[config.mk]
export PLATFORM = sky130hd
export DESIGN_NAME = circular_brush_mask_generator_core
export DESIGN_NICKNAME = d
export VERILOG_FILES = /design/src/sv/cbm_pkg.sv /design/src/sv/circular_brush_mask_generator_core.sv /design/src/sv/cbm_isqrt_pipe.sv /design/src/sv/cbm_div_pipe.sv
export SDC_FILE = /design/constraint.sdc
export NUM_CORES = 2
export LEC_CHECK = 0
export ABC_AREA = 1
export BUFFER_PORTS_ARGS = -buffer_cell sky130_fd_sc_hd__buf_2
export CAP_MARGIN = 20
export CORE_MARGIN = 2
export CORE_UTILIZATION = 70
export CTS_BUF_LIST = sky130_fd_sc_hd__clkbuf_4
export CTS_CLUSTER_DIAMETER = 40
export DETAILED_ROUTE_END_ITERATION = 12
export GPL_ROUTABILITY_DRIVEN = 0
export MAX_ROUTING_LAYER = met4
export PLACE_DENSITY = 0.87
export SKIP_CTS_REPAIR_TIMING = 1
export SKIP_LAST_GASP = 1
export SLEW_MARGIN = 20
export SYNTH_ARGS = -nofsm -noshare
export SYNTH_HDL_FRONTEND = slang
export SYNTH_HIERARCHICAL = 1
export SYNTH_SLANG_ARGS = --single-unit
[constraint.sdc]
create_clock -name clock -period 55.1 [get_ports clock]
set_input_delay 2.755 -clock clock [delete_from_list [all_inputs] [get_ports clock]]
set_output_delay 2.755 -clock clock [all_outputs]
set_load 0.005 [all_outputs]
[src/sv/cbm_pkg.sv]
// ----------------------------------------------------------------------------
// cbm_pkg
// Shared constants, types and step functions of the circular brush mask
// generator: field widths, register indexes, and single steps of the square
// root and division pipelines.
// ----------------------------------------------------------------------------
package cbm_pkg;

   localparam int MAX_SIDE  = 256;
   localparam int ALPHA_MAX = 65535;

   localparam int PIX_W      = 8;
   localparam int WIDTH_W    = 9;
   localparam int CHAN_W     = 16;
   localparam int ALPHA_W    = 16;
   localparam int CSR_IDX_W  = 3;
   localparam int CSR_DATA_W = 16;

   localparam int WCAP_INT = (MAX_SIDE < (2 ** WIDTH_W - 1)) ? MAX_SIDE : (2 ** WIDTH_W - 1);
   localparam logic [WIDTH_W-1:0] W_CAP = WCAP_INT[WIDTH_W-1:0];
   localparam logic [ALPHA_W-1:0] ALPHA_FULL = ALPHA_MAX[ALPHA_W-1:0];

   localparam int DIFF_W     = PIX_W + 2;
   localparam int SQ_W       = 2 * DIFF_W;
   localparam int SUM_W      = SQ_W + 1;
   localparam int WSQ_W      = 2 * WIDTH_W;
   localparam int FRAC_SHIFT = 14;
   localparam int ROOT_W     = (SUM_W + FRAC_SHIFT + 1) / 2;
   localparam int RADP_W     = 2 * ROOT_W;
   localparam int REM_W      = ROOT_W + 3;
   localparam int RADQ_W     = WIDTH_W + 7;
   localparam int PROD_W     = 2 * ALPHA_W;
   localparam int QUO_W      = ALPHA_W;
   localparam int DREM_W     = WIDTH_W + 1;

   localparam int LATENCY = 4 + ROOT_W + 2 + QUO_W + 1;

   typedef enum logic [CSR_IDX_W-1:0] {
      CSR_BRUSH_WIDTH  = 3'd0,
      CSR_BRUSH_HEIGHT = 3'd1,
      CSR_FEATHER_ON   = 3'd2,
      CSR_RED          = 3'd3,
      CSR_GREEN        = 3'd4,
      CSR_BLUE         = 3'd5
   } csr_index_type;

   typedef struct packed {
      logic valid;
      logic in_circle;
      logic last;
   } tag_type;

   typedef struct packed {
      logic [REM_W-1:0]  rem;
      logic [ROOT_W-1:0] root;
      logic [RADP_W-1:0] rad;
   } sqrt_stage_type;

   typedef struct packed {
      logic [DREM_W-1:0] rem;
      logic [QUO_W-1:0]  quo;
      logic [QUO_W-1:0]  low;
   } div_stage_type;

   function automatic sqrt_stage_type isqrt_step(input sqrt_stage_type prev);
      logic [REM_W-1:0] cur;
      logic [REM_W-1:0] trial;
      logic             ge;
      sqrt_stage_type   nxt;
      cur      = {prev.rem[REM_W-3:0], prev.rad[RADP_W-1 -: 2]};
      trial    = {{(REM_W-ROOT_W-2){1'b0}}, prev.root, 2'b01};
      ge       = (cur >= trial);
      nxt.rem  = ge ? (cur - trial) : cur;
      nxt.root = {prev.root[ROOT_W-2:0], ge};
      nxt.rad  = {prev.rad[RADP_W-3:0], 2'b00};
      return nxt;
   endfunction

   function automatic div_stage_type div_step(input div_stage_type prev,
                                              input logic [WIDTH_W-1:0] divisor);
      logic [DREM_W-1:0] cur;
      logic [DREM_W-1:0] dext;
      logic              ge;
      div_stage_type     nxt;
      cur     = {prev.rem[DREM_W-2:0], prev.low[QUO_W-1]};
      dext    = {1'b0, divisor};
      ge      = (cur >= dext);
      nxt.rem = ge ? (cur - dext) : cur;
      nxt.quo = {prev.quo[QUO_W-2:0], ge};
      nxt.low = {prev.low[QUO_W-2:0], 1'b0};
      return nxt;
   endfunction

endpackage

[src/sv/circular_brush_mask_generator_core.sv]
// ----------------------------------------------------------------------------
// circular_brush_mask_generator_core
// Computes one pixel of a circular brush stamp per item: the paint colour,
// an alpha that is zero outside the circle and full or linearly feathered
// inside, and a flag for the final pixel of the brush.
// ----------------------------------------------------------------------------
// An item (req_column, req_row) is taken at a rising edge where start is high
// and busy is low. Busy is high only in reset and the cycle after it, so a
// new item may be offered in every cycle and one item per clock is sustained.
// Each item yields one result on the rsp_ ports, marked by rsp_valid for a
// single cycle. It passes the input, difference, square and sum registers,
// the 18-stage square root, the falloff and product registers, the 16-stage
// divider and the output register, the two pipes resolving one bit per stage.
// The receiver cannot stall, so the pipeline always advances.
// The configuration registers are written through the csr_ port and should be
// changed only when no item is in flight; the colour outputs follow them.
// Reset clears every pipeline valid bit, discarding items in flight, and
// returns the registers to width and height 1, feathering off, black.
// ----------------------------------------------------------------------------
module circular_brush_mask_generator_core (
   input  logic                              clock,
   input  logic                              reset,
   input  logic                              start,
   output logic                              busy,
   input  logic [cbm_pkg::PIX_W-1:0]         req_column,
   input  logic [cbm_pkg::PIX_W-1:0]         req_row,
   output logic                              rsp_valid,
   output logic [cbm_pkg::CHAN_W-1:0]        rsp_out_red,
   output logic [cbm_pkg::CHAN_W-1:0]        rsp_out_green,
   output logic [cbm_pkg::CHAN_W-1:0]        rsp_out_blue,
   output logic [cbm_pkg::ALPHA_W-1:0]       rsp_alpha,
   output logic                              rsp_last_pixel,
   input  logic                              csr_write_enable,
   input  logic [cbm_pkg::CSR_IDX_W-1:0]     csr_index,
   input  logic [cbm_pkg::CSR_DATA_W-1:0]    csr_write_data
);

   logic                            busy_ff;
   logic                            accept;

   logic [cbm_pkg::WIDTH_W-1:0]     brush_width_ff;
   logic [cbm_pkg::WIDTH_W-1:0]     brush_height_ff;
   logic                            feather_on_ff;
   logic [cbm_pkg::CHAN_W-1:0]      red_ff;
   logic [cbm_pkg::CHAN_W-1:0]      green_ff;
   logic [cbm_pkg::CHAN_W-1:0]      blue_ff;

   logic [cbm_pkg::WIDTH_W-1:0]     w_sat;
   logic [cbm_pkg::WIDTH_W-1:0]     h_sat;

   logic                            s0_valid_ff;
   logic [cbm_pkg::PIX_W-1:0]       s0_column_ff;
   logic [cbm_pkg::PIX_W-1:0]       s0_row_ff;

   logic [cbm_pkg::DIFF_W-1:0]      two_c;
   logic [cbm_pkg::DIFF_W-1:0]      two_r;
   logic [cbm_pkg::DIFF_W-1:0]      w_ext;
   logic [cbm_pkg::DIFF_W-1:0]      dx_in;
   logic [cbm_pkg::DIFF_W-1:0]      dy_in;
   logic                            last_in;
   logic                            s1_valid_ff;
   logic [cbm_pkg::DIFF_W-1:0]      dx_ff;
   logic [cbm_pkg::DIFF_W-1:0]      dy_ff;
   logic                            s1_last_ff;

   logic                            s2_valid_ff;
   logic [cbm_pkg::SQ_W-1:0]        sqx_ff;
   logic [cbm_pkg::SQ_W-1:0]        sqy_ff;
   logic [cbm_pkg::WSQ_W-1:0]       wsq_ff;
   logic                            s2_last_ff;

   logic [cbm_pkg::SUM_W-1:0]       sum_in;
   cbm_pkg::tag_type                s3_tag_in;
   cbm_pkg::tag_type                s3_tag_ff;
   logic [cbm_pkg::SUM_W-1:0]       sum_ff;
   logic [cbm_pkg::RADP_W-1:0]      radicand;

   cbm_pkg::tag_type                sqrt_tag;
   logic [cbm_pkg::ROOT_W-1:0]      sqrt_root;

   logic [cbm_pkg::RADQ_W-1:0]      rad_q;
   cbm_pkg::tag_type                s4_tag_ff;
   logic [cbm_pkg::RADQ_W-1:0]      diff_ff;

   cbm_pkg::tag_type                s5_tag_ff;
   logic [cbm_pkg::PROD_W-1:0]      prod_ff;

   cbm_pkg::tag_type                div_tag;
   logic [cbm_pkg::QUO_W-1:0]       div_quotient;

   logic [cbm_pkg::ALPHA_W-1:0]     alpha_in;
   logic                            rsp_valid_ff;
   logic [cbm_pkg::ALPHA_W-1:0]     rsp_alpha_ff;
   logic                            rsp_last_ff;

   always_ff @(posedge clock) begin
      if (reset) begin
         busy_ff         <= 1'b1;
         brush_width_ff  <= {{(cbm_pkg::WIDTH_W-1){1'b0}}, 1'b1};
         brush_height_ff <= {{(cbm_pkg::WIDTH_W-1){1'b0}}, 1'b1};
         feather_on_ff   <= 1'b0;
         red_ff          <= '0;
         green_ff        <= '0;
         blue_ff         <= '0;
      end else begin
         busy_ff <= 1'b0;
         if (csr_write_enable) begin
            case (csr_index)
               cbm_pkg::CSR_BRUSH_WIDTH: begin
                  brush_width_ff <= csr_write_data[cbm_pkg::WIDTH_W-1:0];
               end
               cbm_pkg::CSR_BRUSH_HEIGHT: begin
                  brush_height_ff <= csr_write_data[cbm_pkg::WIDTH_W-1:0];
               end
               cbm_pkg::CSR_FEATHER_ON: begin
                  feather_on_ff <= csr_write_data[0];
               end
               cbm_pkg::CSR_RED: begin
                  red_ff <= csr_write_data[cbm_pkg::CHAN_W-1:0];
               end
               cbm_pkg::CSR_GREEN: begin
                  green_ff <= csr_write_data[cbm_pkg::CHAN_W-1:0];
               end
               cbm_pkg::CSR_BLUE: begin
                  blue_ff <= csr_write_data[cbm_pkg::CHAN_W-1:0];
               end
               default: begin
               end
            endcase
         end
      end
   end

   assign accept = start && !busy_ff;
   assign busy   = busy_ff;

   assign w_sat = (brush_width_ff > cbm_pkg::W_CAP) ? cbm_pkg::W_CAP : brush_width_ff;
   assign h_sat = (brush_height_ff > cbm_pkg::W_CAP) ? cbm_pkg::W_CAP : brush_height_ff;

   always_comb begin
      two_c   = {1'b0, s0_column_ff, 1'b0};
      two_r   = {1'b0, s0_row_ff, 1'b0};
      w_ext   = {{(cbm_pkg::DIFF_W-cbm_pkg::WIDTH_W){1'b0}}, w_sat};
      dx_in   = (two_c >= w_ext) ? (two_c - w_ext) : (w_ext - two_c);
      dy_in   = (two_r >= w_ext) ? (two_r - w_ext) : (w_ext - two_r);
      last_in = (({1'b0, s0_column_ff} + {{(cbm_pkg::WIDTH_W-1){1'b0}}, 1'b1}) == w_sat)
             && (({1'b0, s0_row_ff} + {{(cbm_pkg::WIDTH_W-1){1'b0}}, 1'b1}) == h_sat);
   end

   always_comb begin
      sum_in              = {1'b0, sqx_ff} + {1'b0, sqy_ff};
      s3_tag_in.valid     = s2_valid_ff;
      s3_tag_in.last      = s2_last_ff;
      s3_tag_in.in_circle = (w_sat != '0)
                         && (sum_in <= {{(cbm_pkg::SUM_W-cbm_pkg::WSQ_W){1'b0}}, wsq_ff});
   end

   assign radicand = {{(cbm_pkg::RADP_W-cbm_pkg::SUM_W-cbm_pkg::FRAC_SHIFT){1'b0}},
                      sum_ff, {cbm_pkg::FRAC_SHIFT{1'b0}}};
   assign rad_q    = {w_sat, 7'b0000000};

   always_ff @(posedge clock) begin
      if (reset) begin
         s0_valid_ff     <= 1'b0;
         s1_valid_ff     <= 1'b0;
         s2_valid_ff     <= 1'b0;
         s3_tag_ff.valid <= 1'b0;
         s4_tag_ff.valid <= 1'b0;
         s5_tag_ff.valid <= 1'b0;
         rsp_valid_ff    <= 1'b0;
      end else begin
         s0_valid_ff  <= accept;
         s0_column_ff <= req_column;
         s0_row_ff    <= req_row;

         s1_valid_ff  <= s0_valid_ff;
         dx_ff        <= dx_in;
         dy_ff        <= dy_in;
         s1_last_ff   <= last_in;

         s2_valid_ff  <= s1_valid_ff;
         sqx_ff       <= dx_ff * dx_ff;
         sqy_ff       <= dy_ff * dy_ff;
         wsq_ff       <= w_sat * w_sat;
         s2_last_ff   <= s1_last_ff;

         s3_tag_ff    <= s3_tag_in;
         sum_ff       <= sum_in;

         s4_tag_ff    <= sqrt_tag;
         diff_ff      <= sqrt_tag.in_circle ? (rad_q - sqrt_root[cbm_pkg::RADQ_W-1:0]) : '0;

         s5_tag_ff    <= s4_tag_ff;
         prod_ff      <= cbm_pkg::ALPHA_FULL * diff_ff;

         rsp_valid_ff <= div_tag.valid;
         rsp_alpha_ff <= alpha_in;
         rsp_last_ff  <= div_tag.last;
      end
   end

   cbm_isqrt_pipe u_isqrt (
      .clock       (clock),
      .reset       (reset),
      .in_tag      (s3_tag_ff),
      .in_radicand (radicand),
      .out_tag     (sqrt_tag),
      .out_root    (sqrt_root)
   );

   cbm_div_pipe u_div (
      .clock        (clock),
      .reset        (reset),
      .in_tag       (s5_tag_ff),
      .in_product   (prod_ff),
      .in_divisor   (w_sat),
      .out_tag      (div_tag),
      .out_quotient (div_quotient)
   );

   always_comb begin
      if (!div_tag.in_circle) begin
         alpha_in = '0;
      end else if (feather_on_ff) begin
         alpha_in = div_quotient;
      end else begin
         alpha_in = cbm_pkg::ALPHA_FULL;
      end
   end

   assign rsp_valid      = rsp_valid_ff;
   assign rsp_alpha      = rsp_alpha_ff;
   assign rsp_last_pixel = rsp_last_ff;
   assign rsp_out_red    = red_ff;
   assign rsp_out_green  = green_ff;
   assign rsp_out_blue   = blue_ff;

   a_result_has_item: assert property (@(posedge clock) disable iff (reset)
      rsp_valid |-> $past(accept, cbm_pkg::LATENCY))
      else $error("result strobed without an item accepted at the pipeline latency");

   a_reset_flushes: assert property (@(posedge clock)
      reset |=> !rsp_valid)
      else $error("result strobed straight after reset");

   a_busy_empty: assert property (@(posedge clock) disable iff (reset)
      busy |-> !rsp_valid && !s0_valid_ff)
      else $error("pipeline not empty while busy after reset");

endmodule

[src/sv/cbm_isqrt_pipe.sv]
// ----------------------------------------------------------------------------
// cbm_isqrt_pipe
// Pipelined integer square root, one result bit per register stage, with the
// item tag carried alongside.
// ----------------------------------------------------------------------------
module cbm_isqrt_pipe (
   input  logic                            clock,
   input  logic                            reset,
   input  cbm_pkg::tag_type                in_tag,
   input  logic [cbm_pkg::RADP_W-1:0]      in_radicand,
   output cbm_pkg::tag_type                out_tag,
   output logic [cbm_pkg::ROOT_W-1:0]      out_root
);

   cbm_pkg::sqrt_stage_type stage_in [cbm_pkg::ROOT_W];
   cbm_pkg::sqrt_stage_type stage_ff [cbm_pkg::ROOT_W];
   cbm_pkg::tag_type        tag_ff   [cbm_pkg::ROOT_W];
   cbm_pkg::sqrt_stage_type first;

   always_comb begin
      first.rem  = '0;
      first.root = '0;
      first.rad  = in_radicand;
      stage_in[0] = cbm_pkg::isqrt_step(first);
      for (int i = 1; i < cbm_pkg::ROOT_W; i++) begin
         stage_in[i] = cbm_pkg::isqrt_step(stage_ff[i-1]);
      end
   end

   always_ff @(posedge clock) begin
      if (reset) begin
         for (int i = 0; i < cbm_pkg::ROOT_W; i++) begin
            tag_ff[i].valid <= 1'b0;
         end
      end else begin
         stage_ff  <= stage_in;
         tag_ff[0] <= in_tag;
         for (int i = 1; i < cbm_pkg::ROOT_W; i++) begin
            tag_ff[i] <= tag_ff[i-1];
         end
      end
   end

   assign out_tag  = tag_ff[cbm_pkg::ROOT_W-1];
   assign out_root = stage_ff[cbm_pkg::ROOT_W-1].root;

endmodule

[src/sv/cbm_div_pipe.sv]
// ----------------------------------------------------------------------------
// cbm_div_pipe
// Pipelined restoring division of the scaled falloff product by the brush
// width, one quotient bit per register stage, with the item tag alongside.
// ----------------------------------------------------------------------------
module cbm_div_pipe (
   input  logic                            clock,
   input  logic                            reset,
   input  cbm_pkg::tag_type                in_tag,
   input  logic [cbm_pkg::PROD_W-1:0]      in_product,
   input  logic [cbm_pkg::WIDTH_W-1:0]     in_divisor,
   output cbm_pkg::tag_type                out_tag,
   output logic [cbm_pkg::QUO_W-1:0]       out_quotient
);

   cbm_pkg::div_stage_type stage_in [cbm_pkg::QUO_W];
   cbm_pkg::div_stage_type stage_ff [cbm_pkg::QUO_W];
   cbm_pkg::tag_type       tag_ff   [cbm_pkg::QUO_W];
   cbm_pkg::div_stage_type first;

   // The product is divided by 128 first; its top bits are already below
   // the divisor, so only the low quotient bits need a step each.
   always_comb begin
      first.rem = {1'b0, in_product[cbm_pkg::PROD_W-1 -: cbm_pkg::WIDTH_W]};
      first.quo = '0;
      first.low = in_product[cbm_pkg::PROD_W-cbm_pkg::WIDTH_W-1 -: cbm_pkg::QUO_W];
      stage_in[0] = cbm_pkg::div_step(first, in_divisor);
      for (int i = 1; i < cbm_pkg::QUO_W; i++) begin
         stage_in[i] = cbm_pkg::div_step(stage_ff[i-1], in_divisor);
      end
   end

   always_ff @(posedge clock) begin
      if (reset) begin
         for (int i = 0; i < cbm_pkg::QUO_W; i++) begin
            tag_ff[i].valid <= 1'b0;
         end
      end else begin
         stage_ff  <= stage_in;
         tag_ff[0] <= in_tag;
         for (int i = 1; i < cbm_pkg::QUO_W; i++) begin
            tag_ff[i] <= tag_ff[i-1];
         end
      end
   end

   assign out_tag      = tag_ff[cbm_pkg::QUO_W-1];
   assign out_quotient = stage_ff[cbm_pkg::QUO_W-1].quo;

endmodule

==> summary.txt <==
Detailed routing
  – Initial DRC count: 8388
  – DRC errors left: 0
  – Via/cell ratio: 5.835
  – Drt wl/cell: 17.77 microns
  – Total Wirelength: 212600 microns
  – First-pass DRT Iterations: 9
  – Via count: 69800
  – Post-route ant nets: 0

Floorplan
  – Initial Util: 70.47%
  – CORE AREA: 0.1274 sq mm
  – Die H: 362.1 microns
  – DIE AREA: 0.1311 sq mm
  – I/O pins: 106
  – Site Rows: 131
  – Die X: 362.1 microns

Timing
  – Headroom to the max-slew limit: 19.75%
  – Final Setup Violations: 0
  – RSZ-0062 raised after global routing: false
  – Final WS setup: 48.97 ns
  – Fin. Hold Viols: 0
  – Setup TNS: 0 ns
  – Worst clock skew: 0.1239 ns
  – Fin crit share: 11.12%
  – Fin. max-slew vios: 0
  – Fmax: 163.2 MHz
  – Min cycle time layout: 6.128 ns
  – Tightest Pin Transition: 1.196 ns

Clock tree
  – CTS clk-pin slew, worst paths: 0.08 ns
  – CTS tree: done
  – H-tree Lvls: 5
  – CTS root buffer: clkbuf_4
  – Longest Clk Path Bufs: 4
  – Clock sink total: 1518
  – Skew-Pair Late Insertion Delay: 1.37 ns
  – Cts bufs inserted: 392

Layout
  – Area of the multi-input gates: 0.03824 sq mm
  – Commonest non-fill, non-tap cells in the layout: 2541 x nand2_1, 1588 x inv_1, 1409 x edfxtp_1
  – Finished Layout Cells: 11960
  – Fill cells: 7918
  – Share of post-route cells with drive strength above 1: 9.889%
  – Final Cell Area: 0.09669 sq mm
  – P&R area growth vs syn: 7.738%
  – FF+latch area: 0.04449 sq mm
  – Commonest non-fill, non-tap cell in the layout: nand2_1
  – Final nets: 10900

Yosys
  – Syn Area/Cell: 9.357 sq um
  – Area of the mapped netlist: 0.08974 sq mm
  – Ys Warns: 6
  – Syn Inst Count: 9591

Critical path
  – Worst path required time: 56.14 ns
  – CP startpoint kind: register
  – Worst Setup End Kind: register
  – CP max stage cell: fa_1
  – CP most frequent cell: fa_1
  – Worst-path fanout max: 5
  – Worst path cell trace: fa_1 > fa_1 > inv_1 > fa_1 > xnor2_1 > xnor2_1 > fa_1 > inv_1 > fa_1 > inv_1 > ha_1 > nand2_1 > nor3_1 > nand4_1 > nand3_1 > a21oi_1 > xnor2_1
  – Crit Path Class: register to register
  – Slowest cell delay on critical path: 0.74 ns
  – Worst endpoint data arrival time: 7.16 ns

Placement
  – Dpl cells: 11260
  – DP HPWL: 150400 microns
  – Area post-placement: 0.09176 sq mm
  – Buffers on Ports: 105
  – Dpl ws: 48.13 ns

Status
  – Outcome: finished clean

Power and ir drop
  – Pleak: 45.93 nW
  – Worst VDD drop: 0.1409 mV
  – Final Total Pwr: 5.897 mW
  – Power Density: 60.99 mW/mm^2

Global routing
  – Largest net degree at the start of global routing: 188
  – Gr usage total: 33.36%
  – GRT overflow: 0
  – Antenna violations before repair: 6
  – First-pass GRT wire length: 338700 microns
  – Vias in the first global route: 68990

Worst hold path
  – Hold crit path type: register to register

Job
  – Max-cap viol count: 0
sequential cells by signal, summed over array words and instances (netlist names), 8 cells and up:
register / count
u_isqrt/stage_ff: 760
u_div/stage_ff: 375
u_isqrt/tag_ff: 54
u_div/tag_ff: 48
prod_ff: 25
sum_ff: 20
sqx_ff: 19
sqy_ff: 18
diff_ff: 16
rsp_alpha: 16
rsp_out_blue: 16
rsp_out_green: 16
rsp_out_red: 16
u_div/out_quotient: 16
u_isqrt/out_root: 16
wsq_ff: 16
dx_ff: 10
brush_height_ff: 9
brush_width_ff: 9
dy_ff: 9
s0_column_ff: 8
s0_row_ff: 8
cell type report:
| cell class | count | area share, % |
|---|---|---|
| Sequential cell | 1518 | 46.02 |
| Multi-Input combinational cell | 6301 | 39.55 |
| Inverter | 1649 | 6.428 |
| Clock buffer | 569 | 4.418 |
| Tap cell | 1662 | 2.151 |
| Timing Repair Buffer | 130 | 0.7674 |
| Clock inverter | 117 | 0.6315 |
| Antenna cell | 15 | 0.03882 |
worst max-delay path, delay by kind of cell (launching register included):
kind / cells / cell delay (ns)
flip-flops: 1 / 0.48
AO/OA/AOI/OAI: 1 / 0.12
AND/OR/NAND/NOR: 4 / 0.87
adder cells (fa/ha/maj): 6 / 3.19
XOR/XNOR: 3 / 0.92
buffers and inverters: 3 / 0.31
final timing paths:
path                                           startpoint                      end  slack (ns)  cells past startpoint
worst max-delay path            diff_ff[13]$_SDFFCE_PN0N_    prod_ff[24]$_DFFE_PN_       48.97                     17
worst min-delay path               s2_valid_ff$_SDFF_PP0_  s3_tag_ff[2]$_SDFF_PP0_        0.35                      2
worst max register to register  diff_ff[13]$_SDFFCE_PN0N_    prod_ff[24]$_DFFE_PN_       48.97                     17
worst min register to register     s2_valid_ff$_SDFF_PP0_  s3_tag_ff[2]$_SDFF_PP0_        0.35                      2
stage by stage:
stage	util (%)	hold WS, ns
after detailed placement	72.05	0.3943
after global routing	75.91	0.3006
after global placement	72.05	0.3894
after floorplan	-	0.3883
after CTS	75.89	0.3071
final	75.92	0.3501
per-layer routing:
| layer | part of all wire, % | vias up | track usage, % | wire, microns |
|---|---|---|---|---|
| met5 | 0 | - | - | 0 |
| met4 | 6.9 | 0 | 21.48 | 14630 |
| met3 | 9.5 | 1144 | 6.534 | 20240 |
| met2 | 47 | 4236 | 52.91 | 99880 |
| met1 | 37 | 32200 | 39.12 | 77800 |
| li1 | - | 32220 | - | - |
where the power goes:
group	switching, mW	internal (mW)	total [mW]
sequential	0.122	1.63	1.75
clock	0.461	0.497	0.958
combinational	2.03	1.15	3.19
total	2.62	3.28	5.90
(Power assumes the default switching activity.)
